<file path="src/rtl/adjacency_matrix_graph_store_unit_macros.svh">
// Assertion helpers for the graph store. Clock i_clk, reset i_rst_n (active low).
`ifndef ADJACENCY_MATRIX_GRAPH_STORE_UNIT_MACROS_SVH
`define ADJACENCY_MATRIX_GRAPH_STORE_UNIT_MACROS_SVH

// Same-cycle implication.
`define AMG_ASSERT_NOW(label, ante, cons, msg) \
    label: assert property (@(posedge i_clk) disable iff (!i_rst_n) (ante) |-> (cons)) \
        else $error(msg);

// Next-cycle implication.
`define AMG_ASSERT_NEXT(label, ante, cons, msg) \
    label: assert property (@(posedge i_clk) disable iff (!i_rst_n) (ante) |=> (cons)) \
        else $error(msg);

`endif

</file>
<file path="src/rtl/amg_pkg.sv">
`default_nettype none

package amg_pkg;

    localparam int unsigned MAX_NODES_DEF   = 32;
    localparam int unsigned WEIGHT_BITS_DEF = 16;
    localparam int unsigned MAX_RESULTS     = 32;

    // fixed field widths
    localparam int unsigned OP_W   = 2;
    localparam int unsigned STS_W  = 2;
    localparam int unsigned LBL_W  = 5;
    localparam int unsigned WIN_W  = 16;
    localparam int unsigned RV_W   = 16;
    localparam int unsigned EC_W   = 9;
    localparam int unsigned NCFG_W = 6;
    // compare width: covers node_count and any node count up to 64
    localparam int unsigned CMP_W  = 7;
    localparam int unsigned K_W    = $clog2(MAX_RESULTS + 1);

    localparam logic [NCFG_W-1:0] NODE_COUNT_RST = NCFG_W'(32);
    localparam logic [EC_W-1:0]   EDGE_CNT_MAX   = '1;

    typedef enum logic [OP_W-1:0] {
        OP_ADD    = 2'd0,
        OP_QUERY  = 2'd1,
        OP_LIST   = 2'd2,
        OP_DEGREE = 2'd3
    } t_op;

    typedef enum logic [STS_W-1:0] {
        STS_OK       = 2'd0,
        STS_BAD_EDGE = 2'd1,
        STS_ILLEGAL  = 2'd2,
        STS_NO_NBR   = 2'd3
    } t_status;

    typedef enum logic [2:0] {
        S_CLEAR,
        S_IDLE,
        S_ADD_CHK,
        S_ADD_WR2,
        S_QUERY,
        S_WALK,
        S_PUSH
    } t_state;

    typedef struct packed {
        t_status           status;
        logic [LBL_W-1:0]  neighbor_node;
        logic [RV_W-1:0]   result_value;
        logic [EC_W-1:0]   edge_count;
        logic              last;
    } t_rsp;

    typedef struct packed {
        logic              clearing;
        logic              idle;
        logic [EC_W-1:0]   edges;
    } t_stat;

    localparam t_rsp RSP_DONE = '{
        status:        STS_OK,
        neighbor_node: '0,
        result_value:  '0,
        edge_count:    '0,
        last:          1'b1
    };

endpackage

`default_nettype wire

</file>
<file path="src/rtl/amg_if.sv">
`default_nettype none


interface amg_rsp_if import amg_pkg::*; ();
    logic             valid;
    logic             ready;
    logic [STS_W-1:0] status;
    logic [LBL_W-1:0] neighbor_node;
    logic [RV_W-1:0]  result_value;
    logic [EC_W-1:0]  edge_count;
    logic             last;

    modport source (output valid, status, neighbor_node, result_value, edge_count, last,
                    input ready);
    modport sink   (input valid, status, neighbor_node, result_value, edge_count, last,
                    output ready);
endinterface


`default_nettype wire

</file>
<file path="src/rtl/amg_out_reg.sv">
`default_nettype none

module amg_out_reg import amg_pkg::*; (
    input  wire logic i_clk,
    input  wire logic i_rst_n,
    input  wire logic i_push,
    input  wire t_rsp i_rsp,
    output logic      o_ready,
    amg_rsp_if.source o_rsp
);

    logic r_valid;
    logic n_valid;
    t_rsp r_rsp;

    assign o_ready = !r_valid || o_rsp.ready;
    assign n_valid = i_push || (r_valid && !o_rsp.ready);

    always_ff @(posedge i_clk) begin
        if (!i_rst_n) begin
            r_valid <= 1'b0;
        end else begin
            r_valid <= n_valid;
        end
    end

    always_ff @(posedge i_clk) begin
        if (i_push) begin
            r_rsp <= i_rsp;
        end
    end

    assign o_rsp.valid         = r_valid;
    assign o_rsp.status        = r_rsp.status;
    assign o_rsp.neighbor_node = r_rsp.neighbor_node;
    assign o_rsp.result_value  = r_rsp.result_value;
    assign o_rsp.edge_count    = r_rsp.edge_count;
    assign o_rsp.last          = r_rsp.last;

endmodule

`default_nettype wire

</file>
<file path="src/flat_wrapper.sv">
// flat-port wrapper written by rule: the top's interface ports become plain ports
module amg_out_reg_flat import amg_pkg::*;
  (i_clk, i_rst_n, i_push, i_rsp, o_ready, o_rsp_valid, o_rsp_status, o_rsp_neighbor_node, o_rsp_result_value, o_rsp_edge_count, o_rsp_last, o_rsp_ready);
  amg_rsp_if o_rsp_i ();
  input  wire logic i_clk;
  input  wire logic i_rst_n;
  input  wire logic i_push;
  input  wire t_rsp i_rsp;
  output logic o_ready;
  output wire logic [$bits(o_rsp_i.valid)-1:0] o_rsp_valid;
  output wire logic [$bits(o_rsp_i.status)-1:0] o_rsp_status;
  output wire logic [$bits(o_rsp_i.neighbor_node)-1:0] o_rsp_neighbor_node;
  output wire logic [$bits(o_rsp_i.result_value)-1:0] o_rsp_result_value;
  output wire logic [$bits(o_rsp_i.edge_count)-1:0] o_rsp_edge_count;
  output wire logic [$bits(o_rsp_i.last)-1:0] o_rsp_last;
  input wire logic [$bits(o_rsp_i.ready)-1:0] o_rsp_ready;
  assign o_rsp_valid = o_rsp_i.valid;
  assign o_rsp_status = o_rsp_i.status;
  assign o_rsp_neighbor_node = o_rsp_i.neighbor_node;
  assign o_rsp_result_value = o_rsp_i.result_value;
  assign o_rsp_edge_count = o_rsp_i.edge_count;
  assign o_rsp_last = o_rsp_i.last;
  assign o_rsp_i.ready = o_rsp_ready;
  amg_out_reg u_core (.i_clk(i_clk), .i_rst_n(i_rst_n), .i_push(i_push), .i_rsp(i_rsp), .o_ready(o_ready), .o_rsp(o_rsp_i));
endmodule
</file>
<file path="config.mk">
export PLATFORM = sky130hd
export DESIGN_NAME = amg_out_reg_flat
export DESIGN_NICKNAME = d
export VERILOG_FILES = /design/src/rtl/adjacency_matrix_graph_store_unit_macros.svh /design/src/rtl/amg_pkg.sv /design/src/rtl/amg_if.sv /design/src/rtl/amg_out_reg.sv /design/src/flat_wrapper.sv
export SDC_FILE = /design/constraint.sdc
export NUM_CORES = 1
export LEC_CHECK = 0
export ABC_CLOCK_PERIOD_IN_PS = 2100
export BUFFER_PORTS_ARGS = -buffer_cell sky130_fd_sc_hd__buf_2
export CAP_MARGIN = 25
export CORE_ASPECT_RATIO = 0.6
export CORE_MARGIN = 5
export CORE_UTILIZATION = 42
export CTS_CLUSTER_SIZE = 10
export DETAILED_ROUTE_END_ITERATION = 16
export PLACE_DENSITY = 0.84
export RECOVER_POWER = 100
export SLEW_MARGIN = 5
export SYNTH_ARGS = -nofsm -noshare
export SYNTH_HDL_FRONTEND = slang
export SYNTH_SLANG_ARGS = --single-unit
export TNS_END_PERCENT = 100
</file>
<file path="constraint.sdc">
create_clock -name i_clk -period 2.1 [get_ports i_clk]
set_clock_uncertainty 0.15 [all_clocks]
set_input_delay 0 -clock i_clk [delete_from_list [all_inputs] [get_ports i_clk]]
set_output_delay 0 -clock i_clk [all_outputs]
set_load 0.01 [all_outputs]
</file>
* Yosys cells after proc, flatten, opt, wreduce, memory -nomap -nowiden
Cells that the tools add are included.
Storage, ports and cells: output and inout bits 35, word-level logic and storage cells 11, register bits 34
Cells by class: reductions and logical operators 5
Operator list (count):
- zero test 1 bit | 2
- logical OR 1 bit | 2
- logical AND 1 bit | 1

* Depth between registers and ports, before layout
word-level depth 3, depth in mapped cells 2

* Worst setup path after synthesis
No wires, ideal clock.
path type register to register, start register u_core.r_valid, in the netlist u_core.o_rsp.valid, end register u_core.r_valid, in the netlist u_core.o_rsp.valid, cell stages (with the launch flop) 3, arrival 0.598 ns, period minus slack after synthesis 0.814 ns, slack 1.286 ns, data required time 1.884 ns, path through dfxtp_1 -> nand2b_4 -> a21boi_2
Between the ends: longest elaborated chain between the ends 2
Ends and longest elaborated chain:
- start: declaration | line amg_out_reg.sv:12 | logic r_valid;
- start signal: assignment | line amg_out_reg.sv:23 | r_valid <= n_valid;
- logical AND 1 bit | line amg_out_reg.sv:17 | assign n_valid = i_push || (r_valid && !o_rsp.ready);
- logical OR 1 bit | line amg_out_reg.sv:17
Every way passes these cells. A chain may end at the register's enable or synchronous reset.

* Worst setup path after layout
Ends and elaborated chain as after synthesis.

==> summary.txt <==
Setup path
  – Crit-path leading delay family: buffers and inverters
  – Crit path buf inv count: 1
  – Crit-path max cell delay: between 0.5 and 0.6 ns
  – Slowest stage cell, crit path: dlygate4sd3_1
  – Crit start category: flip-flop
  – Critical Path AT: 1.46 ns
  – Crit-path max FO: 2
  – Crit path cell chain: nand2b_4, a21boi_0, dlygate4sd3_1
  – Data required time of the critical path: between 2 and 2.5 ns
  – Endpoint class of the critical path: flip-flop
  – Critical path class: reg -> reg

STA
  – RSZ-0062 raised after global routing: false
  – Final min period: 1.39 ns
  – Rel. slew slack: between 50% and 60%
  – WHS: about 0.16 ns
  – Hold Fails Final Rpt: 0
  – Maximum clock frequency: 0.720 GHz
  – Sum Neg Setup Slack: 0 ns
  – Worst Tran Pin Value: 0.713 ns
  – Fin. max-slew vios: 0
  – Period utilisation layout: 66.1%
  – Final setup violation count: 0

Die
  – DIE AREA: 3600 µm²
  – Number of core rows: 14
  – Starting Density: 42.7%
  – Core area: 2430 µm²
  – I/O pin count: 72
  – Die Y-Extent: 48.5 µm
  – Die X: 74.2 µm

Job
  – Max Cap Viol: 0

CTS
  – Root Buffer: clkbuf_8
  – Worst-Skew Late Latency: about 0.28 ns
  – CTS tree: yes
  – CTS H-tree lvls: 2
  – Max clock buf depth: 2
  – TritonCTS Buffers: 5
  – PostCTS Resize Cnt: 0
  – Clk slew on worst S/H paths: around 0.070 ns
  – Sinks on Clock Net: 34

Global route
  – Initial antenna violation count: 0
  – GRT overflow: 0
  – Pin count of the biggest net entering global routing: 35
  – Number of global-route vias before repair: 850
  – Tot GR Track Use: 15.3%
  – First-pass GRT wire length: 3.96 mm

Detailed routing
  – Routed Antenna Nets: 0
  – Vias after detailed routing: about 760
  – Wire length per cell: ~14 µm
  – Iteration count of the initial detailed-routing pass: 4
  – DR DRC count: 0
  – Initial DRC count: 39
  – Via/cell ratio: roughly 4.2
  – WL final: 2.58 mm

Status
  – Outcome: finished clean

Finish
  – Final #Nets: 187
  – Register area: a little over 1000 µm²
  – Inserted Diodes: 0
  – Layout cells sized above 1: 26.5%
  – Most common cell after layout, fill and taps aside: clkbuf_1
  – Multi-input logic area: 21.3 µm²
  – Area added between synthesis and finish: 74.6%
  – Most frequent cells in the layout: 36 x clkbuf_1, 35 x dlygate4sd3_1, 34 x buf_2, 33 x edfxtp_1, 5 x clkbuf_8
  – Fillers: 174

Power and ir drop
  – P per Cell Area: 785 nW/µm²
  – Peak supply drop: roughly 560 µV
  – Leak Pwr: 0.712 nW

Logic synthesis
  – Synthesized instance count: 37
  – Syn Nets: 74
  – Yosys reg bits: 34
  – Netlist cell types: 5
  – Post-Syn Area: 1040 µm²
  – Synth warn: 0
  – Post-synthesis sequential area ratio: 97.2%
  – Syn Area/Cell: 28.1 µm²

Hold path
  – Type of the most critical hold path: in -> reg

Placed design
  – IO Port Bufs: 71
  – Placer congestion estimate: 0.668
-- repair_timing --
action,CTS,global route
hold endpoints to repair,34,0
hold buffers,35,0
buffers inserted,0,0
-- area by class of cell --
class                      instances  share of cell area, %
clock inverter                     3                  0.620
timing repair buffer             106                   36.3
clock buffer                       5                   3.79
inverter                           1                  0.207
tap                               32                   2.21
multi-input combinational          2                   1.17
sequential                        34                   55.7
-- worst reg2reg max path: cells and delay by family, from the launching register on --
family          cells  cell delay, ns
compound gates      1            0.16
flops               1            0.38
simple gates        1            0.06
buf+inv             1            0.57
-- registers in the layout (all words and copies together), names as in the netlist --
name                        count
u_core.o_rsp.valid              1
u_core.o_rsp.last               1
u_core.o_rsp.neighbor_node      5
u_core.o_rsp.result_value      16
u_core.o_rsp.edge_count         9
u_core.o_rsp.status             2
-- report_power, final --
| part | switching, W | internal, W |
|---|---|---|
| clock network | 0.000221 | 0.000221 |
| logic | 0.0000779 | 0.0000871 |
| registers | 0.0000146 | 0.000803 |
-- kinds of logic (layout without fill, tap and decap cells) --
group / count (synthesis) / in the layout / synth area share, %
flops: 34 / 34 / 97.2
compound gates: 1 / 1 / 1.08
simple gates: 1 / 1 / 1.32
buf+inv: 1 / 115 / 0.361
-- Yosys cell counts (all sizes together) --
| cell type | n | share of area, % |
|---|---|---|
| a21boi | 1 | 1.1 |
| dfxtp | 1 | 1.9 |
| edfxtp | 33 | 95 |
| inv | 1 | 0.36 |
| nand2b | 1 | 1.3 |
-- per-layer routing --
metal / wire length (µm) / vias up / global-route usage, %
li1: - / 370 / -
met1: 1020 / 340 / 17.1
met2: 1150 / 50 / 23.7
met3: 390 / 3 / 8.47
met4: 29 / 0 / 7.10
met5: 0 / - / 0
-- stage by stage --
step | total power [W] | utilization [%] | area (µm²) | worst slack [ns] | std cells
floorplan | 0.000866 | - | 1040 | 1.29 | 37
global placement | 0.000955 | 58.9 | 1440 | 1.01 | 140
detailed placement | 0.000960 | 58.9 | 1440 | 0.975 | 140
CTS | 0.00145 | 76.6 | 1870 | 0.787 | 183
global route | 0.00150 | 74.6 | 1820 | 0.602 | 183
finish | 0.00142 | 74.6 | 1820 | 0.711 | 183
-- final timing paths --
path	slack [ns]	end	cells past startpoint	start
setup / recovery	0.71	u_core.o_rsp.valid	3	u_core.o_rsp.valid
hold / removal	0.16	u_core.o_rsp.edge_count[2]	1	i_push
hold reg to reg	0.95	u_core.o_rsp.valid	3	u_core.o_rsp.valid
setup reg to reg	0.71	u_core.o_rsp.valid	3	u_core.o_rsp.valid
Power figures use the tool's default switching activity.
